### src/design/pmlp_pkg.sv
// ----------------------------------------------------------------------------
// pmlp_pkg
// Shared types and constants for the packet match latency probe.
// ----------------------------------------------------------------------------
package pmlp_pkg;

   localparam int PAT_BYTES_MAX = 8;
   localparam int PAT_WIDTH     = 64;
   localparam int ADDR_WIDTH    = 6;
   localparam int DATA_WIDTH    = 64;

   typedef enum logic [2:0] {
      REG_MID_IP      = 3'd0,
      REG_MID_PORT    = 3'd1,
      REG_OUT_IP      = 3'd2,
      REG_OUT_PORT    = 3'd3,
      REG_IN_LEN      = 3'd4,
      REG_OUT_LEN     = 3'd5,
      REG_PATTERN     = 3'd6,
      REG_PATTERN_LEN = 3'd7
   } reg_index_type;

   typedef enum logic [1:0] {
      CLS_IGNORED  = 2'd0,
      CLS_PARSED   = 2'd1,
      CLS_INBOUND  = 2'd2,
      CLS_OUTBOUND = 2'd3
   } frame_class_type;

   localparam logic [15:0] ETYPE_IPV4 = 16'h0800;
   localparam logic [7:0]  PROTO_TCP  = 8'd6;
   localparam logic [7:0]  PROTO_UDP  = 8'd17;

   // frame digest handed from the parser to the decision stage
   typedef struct packed {
      logic        ok;
      logic [31:0] dst_ip;
      logic [15:0] dst_port;
      logic [15:0] pay_len;
      logic        content;
      logic [63:0] time_us;
      logic [31:0] frame_num;
   } summary_type;

   typedef struct packed {
      frame_class_type frame_class;
      logic            port_learned;
      logic [15:0]     learned_port;
      logic            latency_valid;
      logic [63:0]     latency_us;
      logic [31:0]     in_frame_index;
      logic [31:0]     out_frame_index;
   } result_type;

endpackage

### src/design/pmlp_parser.sv
// ----------------------------------------------------------------------------
// pmlp_parser
// Byte-wise Ethernet/IPv4/UDP/TCP header parser and payload pattern scanner.
// ----------------------------------------------------------------------------
module pmlp_parser #(
   parameter int MAX_PATTERN = 8,
   parameter int TIME_WIDTH  = 64
) (
   input  logic                 clock,
   input  logic                 reset,
   input  logic                 advance,
   input  logic                 byte_valid,
   input  logic [7:0]           data_byte,
   input  logic                 frame_start,
   input  logic                 frame_end,
   input  logic                 truncated,
   input  logic [TIME_WIDTH-1:0] timestamp,
   input  logic [3:0]           eff_plen,
   input  logic [63:0]          pattern,
   output logic                 sum_valid,
   output pmlp_pkg::summary_type sum
);

   localparam int WIN_BYTES = (MAX_PATTERN < pmlp_pkg::PAT_BYTES_MAX) ?
                              MAX_PATTERN : pmlp_pkg::PAT_BYTES_MAX;
   localparam int WIN_W = 8 * WIN_BYTES;

   logic                  open_ff, open_in;
   logic                  bad_ff, bad_in;
   logic                  pay_ff, pay_in;
   logic [15:0]           off_ff, off_in;
   logic [TIME_WIDTH-1:0] time_ff, time_in;
   logic [15:0]           etype_ff, etype_in;
   logic [7:0]            vi_ff, vi_in;
   logic [7:0]            proto_ff, proto_in;
   logic [15:0]           totlen_ff, totlen_in;
   logic [31:0]           dip_ff, dip_in;
   logic [15:0]           dport_ff, dport_in;
   logic [15:0]           udplen_ff, udplen_in;
   logic [3:0]            doff_ff, doff_in;
   logic [15:0]           rem_ff, rem_in;
   logic [15:0]           tot_ff, tot_in;
   logic [WIN_W-1:0]      win_ff, win_in;
   logic                  cf_ff, cf_in;
   logic [3:0]            cnt_ff, cnt_in;
   logic [31:0]           count_ff, count_in;
   logic                  sum_valid_ff, sum_valid_in;
   pmlp_pkg::summary_type sum_ff, sum_in;

   logic                  go;
   logic                  have;
   logic [15:0]           l4;
   logic [15:0]           pstart;
   logic signed [17:0]    plen;
   logic                  win_hit;
   logic                  step;

   assign step = advance && byte_valid;

   always_comb begin
      open_in   = open_ff;
      bad_in    = bad_ff;
      pay_in    = pay_ff;
      off_in    = off_ff;
      time_in   = time_ff;
      etype_in  = etype_ff;
      vi_in     = vi_ff;
      proto_in  = proto_ff;
      totlen_in = totlen_ff;
      dip_in    = dip_ff;
      dport_in  = dport_ff;
      udplen_in = udplen_ff;
      doff_in   = doff_ff;
      rem_in    = rem_ff;
      tot_in    = tot_ff;
      win_in    = win_ff;
      cf_in     = cf_ff;
      cnt_in    = cnt_ff;
      count_in  = count_ff;
      go        = 1'b0;
      have      = 1'b0;
      l4        = '0;
      pstart    = '0;
      plen      = '0;
      win_hit   = 1'b0;
      sum_valid_in = 1'b0;
      sum_in    = sum_ff;

      if (frame_start) begin
         count_in  = count_ff + 32'd1;
         open_in   = 1'b1;
         bad_in    = 1'b0;
         pay_in    = 1'b0;
         off_in    = '0;
         time_in   = timestamp;
         etype_in  = '0;
         vi_in     = '0;
         proto_in  = '0;
         totlen_in = '0;
         dip_in    = '0;
         dport_in  = '0;
         udplen_in = '0;
         doff_in   = '0;
         rem_in    = '0;
         tot_in    = '0;
         win_in    = '0;
         cf_in     = 1'b0;
         cnt_in    = '0;
      end

      if (open_in) begin
         if (truncated) bad_in = 1'b1;
         go = !bad_in;
         if (go) begin
            if (off_in == 16'd12) etype_in[15:8] = data_byte;
            if (off_in == 16'd13) etype_in[7:0]  = data_byte;
            if (off_in == 16'd14) vi_in          = data_byte;
            if (off_in == 16'd16) totlen_in[15:8] = data_byte;
            if (off_in == 16'd17) totlen_in[7:0]  = data_byte;
            if (off_in == 16'd23) proto_in       = data_byte;
            if (off_in == 16'd30) dip_in[31:24]  = data_byte;
            if (off_in == 16'd31) dip_in[23:16]  = data_byte;
            if (off_in == 16'd32) dip_in[15:8]   = data_byte;
            if (off_in == 16'd33) dip_in[7:0]    = data_byte;
            if (off_in == 16'd14 && (etype_in != pmlp_pkg::ETYPE_IPV4 ||
                vi_in[7:4] != 4'd4 || vi_in[3:0] < 4'd5)) begin
               bad_in = 1'b1;
               go = 1'b0;
            end
            if (off_in == 16'd23 && proto_in != pmlp_pkg::PROTO_TCP &&
                proto_in != pmlp_pkg::PROTO_UDP) begin
               bad_in = 1'b1;
               go = 1'b0;
            end
            if (off_in <= 16'd14) go = 1'b0;
         end
         if (go) begin
            l4 = 16'd14 + {10'd0, vi_in[3:0], 2'b00};
            if (off_in == l4 + 16'd2)  dport_in[15:8]  = data_byte;
            if (off_in == l4 + 16'd3)  dport_in[7:0]   = data_byte;
            if (off_in == l4 + 16'd4)  udplen_in[15:8] = data_byte;
            if (off_in == l4 + 16'd5)  udplen_in[7:0]  = data_byte;
            if (off_in == l4 + 16'd12) doff_in         = data_byte[7:4];
            if (!pay_in) begin
               if (proto_in == pmlp_pkg::PROTO_UDP) begin
                  have   = 1'b1;
                  pstart = l4 + 16'd8;
                  plen   = $signed({2'b00, udplen_in}) - 18'sd8;
               end else if (off_in > l4 + 16'd12) begin
                  if (doff_in < 4'd5) begin
                     bad_in = 1'b1;
                     go = 1'b0;
                  end else begin
                     have   = 1'b1;
                     pstart = l4 + {10'd0, doff_in, 2'b00};
                     plen   = $signed({2'b00, totlen_in}) -
                              $signed({11'd0, ({1'b0, vi_in[3:0]} + {1'b0, doff_in}), 2'b00});
                  end
               end
               if (go && have && off_in == pstart) begin
                  if (plen <= 18'sd0) begin
                     bad_in = 1'b1;
                     go = 1'b0;
                  end else begin
                     pay_in = 1'b1;
                     tot_in = plen[15:0];
                     rem_in = plen[15:0];
                  end
               end
            end
            if (go && pay_in && rem_in != 16'd0) begin
               if (WIN_BYTES > 1) win_in = {win_ff[WIN_W-9:0], data_byte};
               else win_in = data_byte;
               rem_in = rem_in - 16'd1;
               if (cnt_in != 4'hF) cnt_in = cnt_in + 4'd1;
               // compare only the newest eff_plen bytes
               win_hit = 1'b1;
               for (int i = 0; i < WIN_BYTES; i++) begin
                  if (i < int'(eff_plen) && win_in[8*i +: 8] != pattern[8*i +: 8])
                     win_hit = 1'b0;
               end
               if (eff_plen != 4'd0 && cnt_in >= eff_plen && win_hit) cf_in = 1'b1;
            end
         end
         if (off_in != 16'hFFFF) off_in = off_in + 16'd1;
         if (frame_end) begin
            open_in          = 1'b0;
            sum_valid_in     = 1'b1;
            sum_in.ok        = !bad_in && pay_in && rem_in == 16'd0;
            sum_in.dst_ip    = dip_in;
            sum_in.dst_port  = dport_in;
            sum_in.pay_len   = tot_in;
            sum_in.content   = cf_in;
            sum_in.time_us   = 64'(time_in);
            sum_in.frame_num = count_in;
         end
      end
   end

   always_ff @(posedge clock) begin
      if (reset) begin
         open_ff      <= 1'b0;
         bad_ff       <= 1'b0;
         pay_ff       <= 1'b0;
         off_ff       <= '0;
         time_ff      <= '0;
         etype_ff     <= '0;
         vi_ff        <= '0;
         proto_ff     <= '0;
         totlen_ff    <= '0;
         dip_ff       <= '0;
         dport_ff     <= '0;
         udplen_ff    <= '0;
         doff_ff      <= '0;
         rem_ff       <= '0;
         tot_ff       <= '0;
         win_ff       <= '0;
         cf_ff        <= 1'b0;
         cnt_ff       <= '0;
         count_ff     <= '0;
         sum_valid_ff <= 1'b0;
      end else if (advance) begin
         sum_valid_ff <= step && sum_valid_in;
         if (step) begin
            open_ff   <= open_in;
            bad_ff    <= bad_in;
            pay_ff    <= pay_in;
            off_ff    <= off_in;
            time_ff   <= time_in;
            etype_ff  <= etype_in;
            vi_ff     <= vi_in;
            proto_ff  <= proto_in;
            totlen_ff <= totlen_in;
            dip_ff    <= dip_in;
            dport_ff  <= dport_in;
            udplen_ff <= udplen_in;
            doff_ff   <= doff_in;
            rem_ff    <= rem_in;
            tot_ff    <= tot_in;
            win_ff    <= win_in;
            cf_ff     <= cf_in;
            cnt_ff    <= cnt_in;
            count_ff  <= count_in;
         end
      end
   end

   always_ff @(posedge clock) begin
      if (step) sum_ff <= sum_in;
   end

   assign sum_valid = sum_valid_ff;
   assign sum       = sum_ff;

endmodule

### src/design/pmlp_decide.sv
// ----------------------------------------------------------------------------
// pmlp_decide
// Classifies parsed frames, learns the outbound port and pairs latencies.
// ----------------------------------------------------------------------------
module pmlp_decide #(
   parameter int TIME_WIDTH = 64
) (
   input  logic                  clock,
   input  logic                  reset,
   input  logic                  advance,
   input  logic                  sum_valid,
   input  pmlp_pkg::summary_type sum,
   input  logic [31:0]           mid_ip,
   input  logic [15:0]           mid_port,
   input  logic [31:0]           out_ip,
   input  logic [15:0]           out_port,
   input  logic [15:0]           in_len,
   input  logic [15:0]           out_len,
   input  logic [3:0]            eff_plen,
   input  logic                  port_reload,
   output pmlp_pkg::result_type  result
);

   logic                  seen_ff, seen_in;
   logic                  known_ff, known_in;
   logic [15:0]           lport_ff, lport_in;
   logic                  pend_ff, pend_in;
   logic [TIME_WIDTH-1:0] ptime_ff, ptime_in;
   logic [31:0]           pframe_ff, pframe_in;
   logic                  c_ok, outlen_ok, inlen_ok;
   logic [TIME_WIDTH-1:0] diff;

   always_comb begin
      seen_in   = seen_ff;
      known_in  = known_ff;
      lport_in  = lport_ff;
      pend_in   = pend_ff;
      ptime_in  = ptime_ff;
      pframe_in = pframe_ff;
      c_ok      = eff_plen == 4'd0 || sum.content;
      outlen_ok = out_len == 16'd0 || out_len == sum.pay_len;
      inlen_ok  = in_len == 16'd0 || in_len == sum.pay_len;
      diff      = sum.time_us[TIME_WIDTH-1:0] - ptime_ff;
      result                 = '0;
      result.frame_class     = pmlp_pkg::CLS_IGNORED;
      result.out_frame_index = sum.frame_num;
      if (sum.ok) begin
         if (seen_ff && !known_ff && outlen_ok && sum.dst_ip == out_ip && c_ok) begin
            lport_in = sum.dst_port;
            known_in = 1'b1;
            result.port_learned = 1'b1;
         end
         if (sum.dst_ip == mid_ip && sum.dst_port == mid_port && inlen_ok && c_ok) begin
            result.frame_class = pmlp_pkg::CLS_INBOUND;
            pend_in   = 1'b1;
            ptime_in  = sum.time_us[TIME_WIDTH-1:0];
            pframe_in = sum.frame_num;
            if (!seen_ff && !known_in) seen_in = 1'b1;
         end else if (known_in && sum.dst_ip == out_ip && sum.dst_port == lport_in &&
                      outlen_ok && c_ok) begin
            result.frame_class = pmlp_pkg::CLS_OUTBOUND;
            if (pend_ff) begin
               result.latency_valid  = 1'b1;
               result.latency_us     = 64'(diff);
               result.in_frame_index = pframe_ff;
               pend_in = 1'b0;
            end
         end else begin
            result.frame_class = pmlp_pkg::CLS_PARSED;
         end
      end
      result.learned_port = known_in ? lport_in : 16'd0;
   end

   always_ff @(posedge clock) begin
      if (reset) begin
         seen_ff   <= 1'b0;
         known_ff  <= 1'b0;
         lport_ff  <= '0;
         pend_ff   <= 1'b0;
         ptime_ff  <= '0;
         pframe_ff <= '0;
      end else if (port_reload) begin
         seen_ff  <= out_port != 16'd0;
         known_ff <= out_port != 16'd0;
         lport_ff <= out_port;
      end else if (advance && sum_valid) begin
         seen_ff   <= seen_in;
         known_ff  <= known_in;
         lport_ff  <= lport_in;
         pend_ff   <= pend_in;
         ptime_ff  <= ptime_in;
         pframe_ff <= pframe_in;
      end
   end

endmodule

### src/design/packet_match_latency_probe.sv
// ----------------------------------------------------------------------------
// packet_match_latency_probe
// Parses captured frames byte by byte and reports request/response latency.
// ----------------------------------------------------------------------------
//  channel   | ports          | moves
//  ----------+----------------+-----------------------------------------
//  request   | req_*          | one frame byte with start/end flags
//  response  | rsp_*          | one result per completed frame
//  config    | psel..pready   | APB register access, 8 regs at 8*i
//
// one byte per cycle while no response is held; a result passes the input
// register, parser and decision register after its frame_end byte is taken.
// reset is synchronous and loads the register defaults; no clearing pass.
// all stages move together: a held response stalls intake via req_ready.
module packet_match_latency_probe #(
   parameter int MAX_PATTERN = 8,
   parameter int TIME_WIDTH  = 64
) (
   input  logic        clock,
   input  logic        reset,
   input  logic        req_valid,
   output logic        req_ready,
   input  logic [7:0]  req_data_byte,
   input  logic        req_frame_start,
   input  logic        req_frame_end,
   input  logic [63:0] req_timestamp_us,
   input  logic        req_truncated,
   output logic        rsp_valid,
   input  logic        rsp_ready,
   output logic [1:0]  rsp_frame_class,
   output logic        rsp_port_learned,
   output logic [15:0] rsp_learned_port,
   output logic        rsp_latency_valid,
   output logic [63:0] rsp_latency_us,
   output logic [31:0] rsp_in_frame_index,
   output logic [31:0] rsp_out_frame_index,
   input  logic        psel,
   input  logic        penable,
   input  logic        pwrite,
   input  logic [pmlp_pkg::ADDR_WIDTH-1:0] paddr,
   input  logic [pmlp_pkg::DATA_WIDTH-1:0] pwdata,
   output logic [pmlp_pkg::DATA_WIDTH-1:0] prdata,
   output logic        pready
);

   localparam int CLAMP = (MAX_PATTERN < pmlp_pkg::PAT_BYTES_MAX) ?
                          MAX_PATTERN : pmlp_pkg::PAT_BYTES_MAX;

   logic [31:0] mid_ip_ff;
   logic [15:0] mid_port_ff;
   logic [31:0] out_ip_ff;
   logic [15:0] out_port_ff;
   logic [15:0] in_len_ff;
   logic [15:0] out_len_ff;
   logic [63:0] pattern_ff;
   logic [3:0]  pattern_len_ff;
   logic [3:0]  eff_plen;
   logic        wr_en;
   pmlp_pkg::reg_index_type reg_sel;

   logic        advance;
   logic        in_valid_ff;
   logic [7:0]  in_byte_ff;
   logic        in_start_ff, in_end_ff, in_trunc_ff;
   logic [TIME_WIDTH-1:0] in_time_ff;

   logic                  sum_valid;
   pmlp_pkg::summary_type sum;
   pmlp_pkg::result_type  result;
   logic                  rsp_valid_ff;
   pmlp_pkg::result_type  rsp_ff;

   assign pready  = 1'b1;
   assign wr_en   = psel && penable && pwrite;
   assign reg_sel = pmlp_pkg::reg_index_type'(paddr[5:3]);

   always_ff @(posedge clock) begin
      if (reset) begin
         mid_ip_ff      <= 32'd2899970572;
         mid_port_ff    <= 16'd60050;
         out_ip_ff      <= 32'd706216475;
         out_port_ff    <= 16'd0;
         in_len_ff      <= 16'd0;
         out_len_ff     <= 16'd0;
         pattern_ff     <= 64'd80565822370098;
         pattern_len_ff <= 4'd6;
      end else if (wr_en) begin
         case (reg_sel)
            pmlp_pkg::REG_MID_IP:      mid_ip_ff      <= pwdata[31:0];
            pmlp_pkg::REG_MID_PORT:    mid_port_ff    <= pwdata[15:0];
            pmlp_pkg::REG_OUT_IP:      out_ip_ff      <= pwdata[31:0];
            pmlp_pkg::REG_OUT_PORT:    out_port_ff    <= pwdata[15:0];
            pmlp_pkg::REG_IN_LEN:      in_len_ff      <= pwdata[15:0];
            pmlp_pkg::REG_OUT_LEN:     out_len_ff     <= pwdata[15:0];
            pmlp_pkg::REG_PATTERN:     pattern_ff     <= pwdata;
            pmlp_pkg::REG_PATTERN_LEN: pattern_len_ff <= pwdata[3:0];
            default: ;
         endcase
      end
   end

   always_comb begin
      case (reg_sel)
         pmlp_pkg::REG_MID_IP:      prdata = {32'd0, mid_ip_ff};
         pmlp_pkg::REG_MID_PORT:    prdata = {48'd0, mid_port_ff};
         pmlp_pkg::REG_OUT_IP:      prdata = {32'd0, out_ip_ff};
         pmlp_pkg::REG_OUT_PORT:    prdata = {48'd0, out_port_ff};
         pmlp_pkg::REG_IN_LEN:      prdata = {48'd0, in_len_ff};
         pmlp_pkg::REG_OUT_LEN:     prdata = {48'd0, out_len_ff};
         pmlp_pkg::REG_PATTERN:     prdata = pattern_ff;
         pmlp_pkg::REG_PATTERN_LEN: prdata = {60'd0, pattern_len_ff};
         default:                   prdata = '0;
      endcase
   end

   assign eff_plen = (pattern_len_ff > 4'(CLAMP)) ? 4'(CLAMP) : pattern_len_ff;

   assign advance   = !rsp_valid_ff || rsp_ready;
   assign req_ready = advance;

   always_ff @(posedge clock) begin
      if (reset) begin
         in_valid_ff <= 1'b0;
      end else if (advance) begin
         in_valid_ff <= req_valid;
      end
   end

   always_ff @(posedge clock) begin
      if (advance && req_valid) begin
         in_byte_ff  <= req_data_byte;
         in_start_ff <= req_frame_start;
         in_end_ff   <= req_frame_end;
         in_trunc_ff <= req_truncated;
         in_time_ff  <= req_timestamp_us[TIME_WIDTH-1:0];
      end
   end

   pmlp_parser #(
      .MAX_PATTERN (MAX_PATTERN),
      .TIME_WIDTH  (TIME_WIDTH)
   ) u_parser (
      .clock       (clock),
      .reset       (reset),
      .advance     (advance),
      .byte_valid  (in_valid_ff),
      .data_byte   (in_byte_ff),
      .frame_start (in_start_ff),
      .frame_end   (in_end_ff),
      .truncated   (in_trunc_ff),
      .timestamp   (in_time_ff),
      .eff_plen    (eff_plen),
      .pattern     (pattern_ff),
      .sum_valid   (sum_valid),
      .sum         (sum)
   );

   pmlp_decide #(
      .TIME_WIDTH (TIME_WIDTH)
   ) u_decide (
      .clock       (clock),
      .reset       (reset),
      .advance     (advance),
      .sum_valid   (sum_valid),
      .sum         (sum),
      .mid_ip      (mid_ip_ff),
      .mid_port    (mid_port_ff),
      .out_ip      (out_ip_ff),
      .out_port    (pwdata[15:0]),
      .in_len      (in_len_ff),
      .out_len     (out_len_ff),
      .eff_plen    (eff_plen),
      .port_reload (wr_en && reg_sel == pmlp_pkg::REG_OUT_PORT),
      .result      (result)
   );

   always_ff @(posedge clock) begin
      if (reset) begin
         rsp_valid_ff <= 1'b0;
      end else if (advance) begin
         rsp_valid_ff <= sum_valid;
      end
   end

   always_ff @(posedge clock) begin
      if (advance && sum_valid) rsp_ff <= result;
   end

   assign rsp_valid           = rsp_valid_ff;
   assign rsp_frame_class     = rsp_ff.frame_class;
   assign rsp_port_learned    = rsp_ff.port_learned;
   assign rsp_learned_port    = rsp_ff.learned_port;
   assign rsp_latency_valid   = rsp_ff.latency_valid;
   assign rsp_latency_us      = rsp_ff.latency_us;
   assign rsp_in_frame_index  = rsp_ff.in_frame_index;
   assign rsp_out_frame_index = rsp_ff.out_frame_index;

   a_lat_outbound: assert property (@(posedge clock) disable iff (reset)
      rsp_valid_ff && rsp_ff.latency_valid |-> rsp_ff.frame_class == pmlp_pkg::CLS_OUTBOUND)
      else $error("latency reported on a frame that is not an outbound match");

   a_ignored_clean: assert property (@(posedge clock) disable iff (reset)
      rsp_valid_ff && rsp_ff.frame_class == pmlp_pkg::CLS_IGNORED |->
      !rsp_ff.latency_valid && !rsp_ff.port_learned && rsp_ff.in_frame_index == 32'd0)
      else $error("ignored frame carries match results");

   a_no_phantom: assert property (@(posedge clock) disable iff (reset)
      advance && !sum_valid |=> !rsp_valid_ff)
      else $error("response raised without a parsed frame");

endmodule

### config.mk
export PLATFORM = sky130hd
export DESIGN_NAME = packet_match_latency_probe
export DESIGN_NICKNAME = d
export VERILOG_FILES = /design/src/design/pmlp_pkg.sv /design/src/design/pmlp_parser.sv /design/src/design/pmlp_decide.sv /design/src/design/packet_match_latency_probe.sv
export SDC_FILE = /design/constraint.sdc
export NUM_CORES = 2
export LEC_CHECK = 0
export BUFFER_PORTS_ARGS = -buffer_cell sky130_fd_sc_hd__buf_2
export CAP_MARGIN = 20
export CORE_UTILIZATION = 35
export CTS_CLUSTER_SIZE = 40
export DETAILED_ROUTE_END_ITERATION = 8
export GPL_TIMING_DRIVEN = 1
export PLACE_DENSITY_LB_ADDON = 0.12
export SLEW_MARGIN = 10
export SYNTH_ARGS = -nofsm -noshare
export SYNTH_HDL_FRONTEND = slang
export SYNTH_HIERARCHICAL = 1
export SYNTH_SLANG_ARGS = --single-unit
export TNS_END_PERCENT = 10
### constraint.sdc
create_clock -name clock -period 10.85 [get_ports clock]
set_clock_uncertainty 0.2 [all_clocks]
set_input_delay 0.5425 -clock clock [delete_from_list [all_inputs] [get_ports clock]]
set_output_delay 0.5425 -clock clock [all_outputs]
set_load 0.02 [all_outputs]
Word level (Yosys, flattened, before mapping)
Index checks and enable logic that the tools add are counted.

word-level totals
  bits in registers = 1031
  bits in latches = 0
  memory bits (writable) = 0
  ROM bits = 0
  input bits = 152
  output and inout port bits = 215
  word-level logic and storage cells = 407
  memories kept = 0

cells by class
  add/sub/neg operators = 16
  $mul = 0
  div/mod/pow operators = 0
  magnitude comparators = 15
  equality and inequality tests = 44
  shifts and indexed selects = 0
  multiplexer cells = 193
  bitwise gates (word level) = 4
  reduce and logical (&&, ||, !) cells = 79

operator list
  kind                   number
  $mux 16                43
  $mux 64                8
  $pmux 64 s8            1
  $mux 8                 34
  $eq 16x16->1           10
  $mux 32                4
  $mux 18                6
  $mux 97                1
  $eq 16x5->1 const B    5
  $mux 1                 79
  $eq 32x32->1           2
  $ne 8x8->1             8
  $sub 64x64->64         1
  $mux 4                 15
  $eq 16x4->1 const B    3
  $logic_not 16->1       3
  $logic_and 1x1->1      38
  $add 16x2->16 const B  2
  $add 16x3->16 const B  2
  $add 16x4->16 const B  2
  $add 32x1->32 const B  1
  $eq 16x6->1 const B    2
  $reduce_bool 16->1     2
  $le 18x1->1 const B    1
  40 further kinds       78

Longest topological paths before layout
  word-level depth = 53
  mapped depth = 57
  mapped depth without buffers = 50

By module
The synthesis kept the hierarchy.

by module, submodules not included
  module                      times used  cells each  area each (sq um)  sequential area each (sq um)
  pmlp_parser                 1           2765        24511.0            11290.8
  packet_match_latency_probe  1           1344        15317.2            10660.2
  pmlp_decide                 1           1362        10621.4            2302.2

Worst setup path after synthesis
Ideal clock, no wire load.

  kind = register -> register
  start point = register in_start_ff
  end point = register u_parser.sum_ff, in the netlist u_parser/sum[161] (data pin)
  setup time = 0.190 ns
  arrival = 10.877 ns
  required time = 10.460 ns
  setup slack = -0.417 ns
  stages on the path, launching flop included = 53
  buffers on the path = 8
  clock period less this slack = 11.267 ns
  cells stage by stage = edfxtp_1 -> buf_2 -> buf_2 -> buf_1 -> clkbuf_1 -> clkbuf_1 -> clkbuf_1 -> buf_1 -> nor2b_1 -> inv_1 -> ha_1 -> nand4_4 -> o21ai_2 -> nor2_1 -> a21oi_1 -> inv_1 -> ha_1 -> inv_1 -> [17 not listed] -> or3_1 -> nor2_1 -> xnor2_1 -> nand2_1 -> nand3b_1 -> nor4_2 -> a21oi_2 -> clkbuf_1 -> a21oi_1 -> ha_1 -> o2111ai_1 -> nor3_4 -> nand2_1 -> nand4b_1 -> mux2_2 -> a221oi_1 -> o2111ai_1 -> a2111oi_2

on the way
  longest elaborated chain between the ends = 34
  elaborated cells between the ends (all ways) = 145
  classes of those cells = 10 x add/sub; 5 x order compare; 15 x eq/ne; 100 x mux; 15 x reduce/logical

RTL lines
  item                                                    line                               source
  start, declared                                         packet_match_latency_probe.sv:64   logic in_start_ff, in_end_ff, in_trunc_ff;
  start signal, assigned                                  packet_match_latency_probe.sv:132  in_start_ff <= req_frame_start;
  branches (longest 33 deep; another with $add 16x4->16)  -
  $logic_and 1x1->1 *                                     pmlp_parser.sv:189                 sum_in.ok = !bad_in && pay_in && rem_in == 16'd0;
  end signal, assigned                                    pmlp_parser.sv:249                 if (step) sum_ff <= sum_in;
  end, declared                                           pmlp_parser.sv:48                  pmlp_pkg::summary_type sum_ff, sum_in;

Mark *: on every way between the ends. The select of a mux whose other input is x is not followed.
A chain may end at the register's enable or synchronous reset.

Worst setup path after layout
Ends and elaborated chain as after synthesis.

==> impl_metrics.csv <==
group,metric,value,unit
sta,fin_setup_tns,0,ns
yosys,synth_edf_count,385,
yosys,synth_top_cell_by_area,"dfxtp_1",
power_and_ir_drop,pwr_density_cell,145,mW/mm²
yosys,yosysWarnings,6,
yosys,synthFlopType,"dfxtp_1",
yosys,ys_seq_elements,1019,
yosys,synth_common_cells,"nand2_1 (779), nor2_1 (655), dfxtp_1 (634)",
final_layout,nFillCells,14187,
yosys,synthTopCellsByArea,"dfxtp_1 (25%), edfxtp_1 (23%), nand2_1 (5.8%), nor2_1 (4.9%), a21oi_1 (4.6%)",
run_status,status,"finished, final reports clean",
power_and_ir_drop,p_total,8.51,mW
clock_network,clock_latency,0.76,ns
worst_setup_path,crit_top_cell,"ha_1",
yosys,syn_inst,5471,
power_and_ir_drop,ir_worst_vdd,119,µV
hold_path,hp-class,"input port to flip-flop",
clock_network,htree_levels,3,
worst_setup_path,crit_type,"flip-flop to flip-flop",
routing,viasPerCell,5.34,
global_route,grt_max_degree,211,
sta,setup_viol,0,
global_route,grt_pass1_wl,257000,µm
worst_setup_path,cp-startpoint,"in_start_ff",
placement,dpl_worst_slack,0.721,ns
routing,wl_met2,80900,µm
clock_network,cts_buffers,113,
placement,hpwl,121000,µm
power_and_ir_drop,p_leak,22.0,nW
floorplan,die_width,382,µm
worst_setup_path,crit_arrival,10.53,ns
yosys,syn-mean-instance-area,9.22,µm²
global_route,grt_util_all_layers,0.231,
sta,final_hold_viol_count,0,
worst_setup_path,slowest_delay,0.72,ns
sta,period_minus_slack,10.21,ns
clock_network,cts_setup_buffers,0,
placement,place_area,0.0537,mm²
routing,drt-met1-wl,79300,µm
yosys,synth_top_area_share,0.252,
worst_setup_path,r2r_start,"in_start_ff",
power_and_ir_drop,switching_share,0.238,
clock_network,cts-root-buf,"clkbuf_16",
floorplan,dieArea,0.146,mm²
worst_setup_path,worst_setup_path_start_kind,"flip-flop",
final_layout,drive_gt1_frac,0.141,
power_and_ir_drop,clockPowerShare,0.458,
yosys,ys_seq_area_frac,0.481,
final_layout,nNetsFinal,6054,
clock_network,cts.clk_slew.worst_paths,0.06,ns
sta,tightestPinTransition,1.24,ns
placement,portBuffers,362,
floorplan,start_util,0.355,
yosys,syn_nets,5725,
worst_setup_path,critical_path.slowest_cell,"o311ai_0",
floorplan,boundaryPins,367,
run,drv_cap,0,
routing,wl_per_cell,22.4,µm
routing,first_iter_violations,3389,
sta,finalMaxSlewViolations,0,
worst_setup_path,critPathRequiredTime,11.16,ns
clock_network,cts_sinks,1019,
sta,max_freq,0.0979,GHz
clock_network,ctsLongestPathBuffers,3,
routing,drt_pass1_iterations,5,
final_layout,areaGrowthSynthToFinish,16.8,%
routing,drc,0,
routing,totalWireLength,175000,µm
floorplan,die_h,382,µm
final_layout,finalInstanceArea,0.0589,mm²
placement,globalplace.congestion,0.925,
power_and_ir_drop,power_frac_seq,0.478,
power_and_ir_drop,internal_power,6.49,mW
routing,postRouteAntennaNets,0,
clock_network,cts_tree,"built",
global_route,antenna_found_initial,3,
global_route,overflow,0,
yosys,async_flop_share,0,
worst_setup_path,endpoint_kind,"flip-flop",
yosys,synthDistinctLibCells,117,
routing,top_layer,"met4",
sta,layout_setup_ws,0.636,ns
yosys,syn_area,0.0504,mm²
sta,fin_crit_sh,0.941,
global_route,grt_pass1_vias,39573,
power_and_ir_drop,switchingPower,2.03,mW
sta,slew_headroom,0.174,
sta,rsz0062_at_grt,"false",
hold_path,hold_start,"pwdata[3]",
routing,dr_total_vias,41580,
floorplan,row_count,138,
worst_setup_path,path_max_fanout,8,
final_layout,fin_util,0.414,
routing,route.met3.wl,9410,µm
floorplan,design.core.area,0.142,mm²
power_and_ir_drop,power_frac_comb,0.064,
yosys,synth.most_common_cell,"nand2_1",
-- layout by cell type (no fill, tap or decap), types with 20 or more instances in the layout --
master	synthesis	final
nand2_1	779	778
nor2_1	655	648
dfxtp_1	634	634
a21oi_1	468	467
edfxtp_1	385	385
buf_2	62	362
xor2_1	218	218
mux2i_1	171	171
o21ai_0	146	146
nor3_1	144	142
xnor2_1	141	141
dlygate4sd3_1	0	139
inv_1	127	127
clkbuf_16	0	119
a22oi_1	118	118
ha_1	99	99
nand3_1	95	95
and3_1	84	84
mux2_2	82	82
buf_4	41	77
nand4_1	65	65
nor4_1	57	57
a21o_1	56	56
and2_1	53	48
nor2b_1	42	42
clkbuf_1	237	39
a211oi_1	37	37
a31oi_1	30	30
clkbuf_8	0	26
a31o_2	26	26
o211ai_1	25	25
nand2b_1	21	21
clkinv_2	1	20
a22o_1	20	20
-- routing by layer --
layer,GRT usage,up-vias
li1,-,19866
met1,0.318,20293
met2,0.376,1181
met3,0.0289,240
met4,0.0707,0
met5,0,-
-- kinds of logic (layout without fill, tap and decap cells) --
family | Yosys count | after routing | share of synthesized area
AOI/OAI and AO/OA | 1114 | 1114 | 0.141
xor gates and xnor gates | 359 | 359 | 0.0623
adders and majority gates | 104 | 104 | 0.0261
buffers and inverters | 502 | 930 | 0.0440
DFF | 1019 | 1019 | 0.481
muxes | 264 | 264 | 0.0556
other | 2 | 5 | 0.000149
and+or+nand+nor | 2107 | 2107 | 0.190
-- final cells by class --
| type | instances | area (µm²) | area share |
|---|---|---|---|
| diodes | 3 | 7.51 | 0.000127 |
| clock buffers | 184 | 3480 | 0.0591 |
| clock inverters | 30 | 305 | 0.00518 |
| inverters | 132 | 499 | 0.00848 |
| multi-input cells | 3950 | 24100 | 0.409 |
| flip-flops and latches | 1019 | 24300 | 0.412 |
| well taps | 1890 | 2360 | 0.0401 |
| repair buffers | 584 | 3890 | 0.0661 |
-- critical path, delay by kind of cell (launching register included) --
kind / cells / cell delay, ns
simple gates: 17 / 3.16
compound gates: 13 / 2.92
fa+ha+maj: 8 / 2.29
buf+inv: 5 / 0.61
flops: 1 / 0.44
xor+xnor: 3 / 0.41
-- repair_timing --
| action | 4_1_cts | 5_1_grt |
|---|---|---|
| endpoints found under the setup margin | 0 | 60 |
| resized for setup | 0 | 3 |
| hold endpoints to repair | 231 | 0 |
| hold buffers | 139 | 0 |
-- flip-flops by register name, indices dropped and copies added, names as in the netlist, 32 cells and up --
signal / cells
u_parser/sum: 162
in_time_ff: 64
pattern_ff: 64
rsp_latency_us: 64
u_decide/ptime_ff: 64
u_parser/time_ff: 64
u_parser/win_ff: 56
mid_ip_ff: 32
out_ip_ff: 32
rsp_in_frame_index: 32
rsp_out_frame_index: 32
u_decide/pframe_ff: 32
u_parser/count_ff: 32
u_parser/dip_ff: 32
-- worst paths after layout --
path	endpoint	slack [ns]	depth (start not counted)
max reg2reg	u_parser/sum[161]	0.64	46
min reg2reg	rsp_out_frame_index[12]	0.23	0
min	mid_port_ff[3]	0.08	3
max	u_parser/sum[161]	0.64	46
-- power groups by stage --
stage	clock [mW]	combinational, mW	sequential, mW
6_report	3.90	0.544	4.07
5_1_grt	4.15	0.582	4.07
4_1_cts	3.99	0.544	4.07
3_5_place_dp	0	0.501	4.15
3_3_place_gp	0	0.502	4.15
2_1_floorplan	0	0.297	4.15
-- through the flow --
step / hold WS (ns) / std cells
6_report: 0.0812 / 7792
5_1_grt: 0.0448 / 7789
4_1_cts: 0.0117 / 7786
3_5_place_dp: 0.231 / 7433
3_3_place_gp: 0.238 / 7432
2_1_floorplan: 0.223 / 5471
Note: power is estimated with default switching activity, not from simulation.
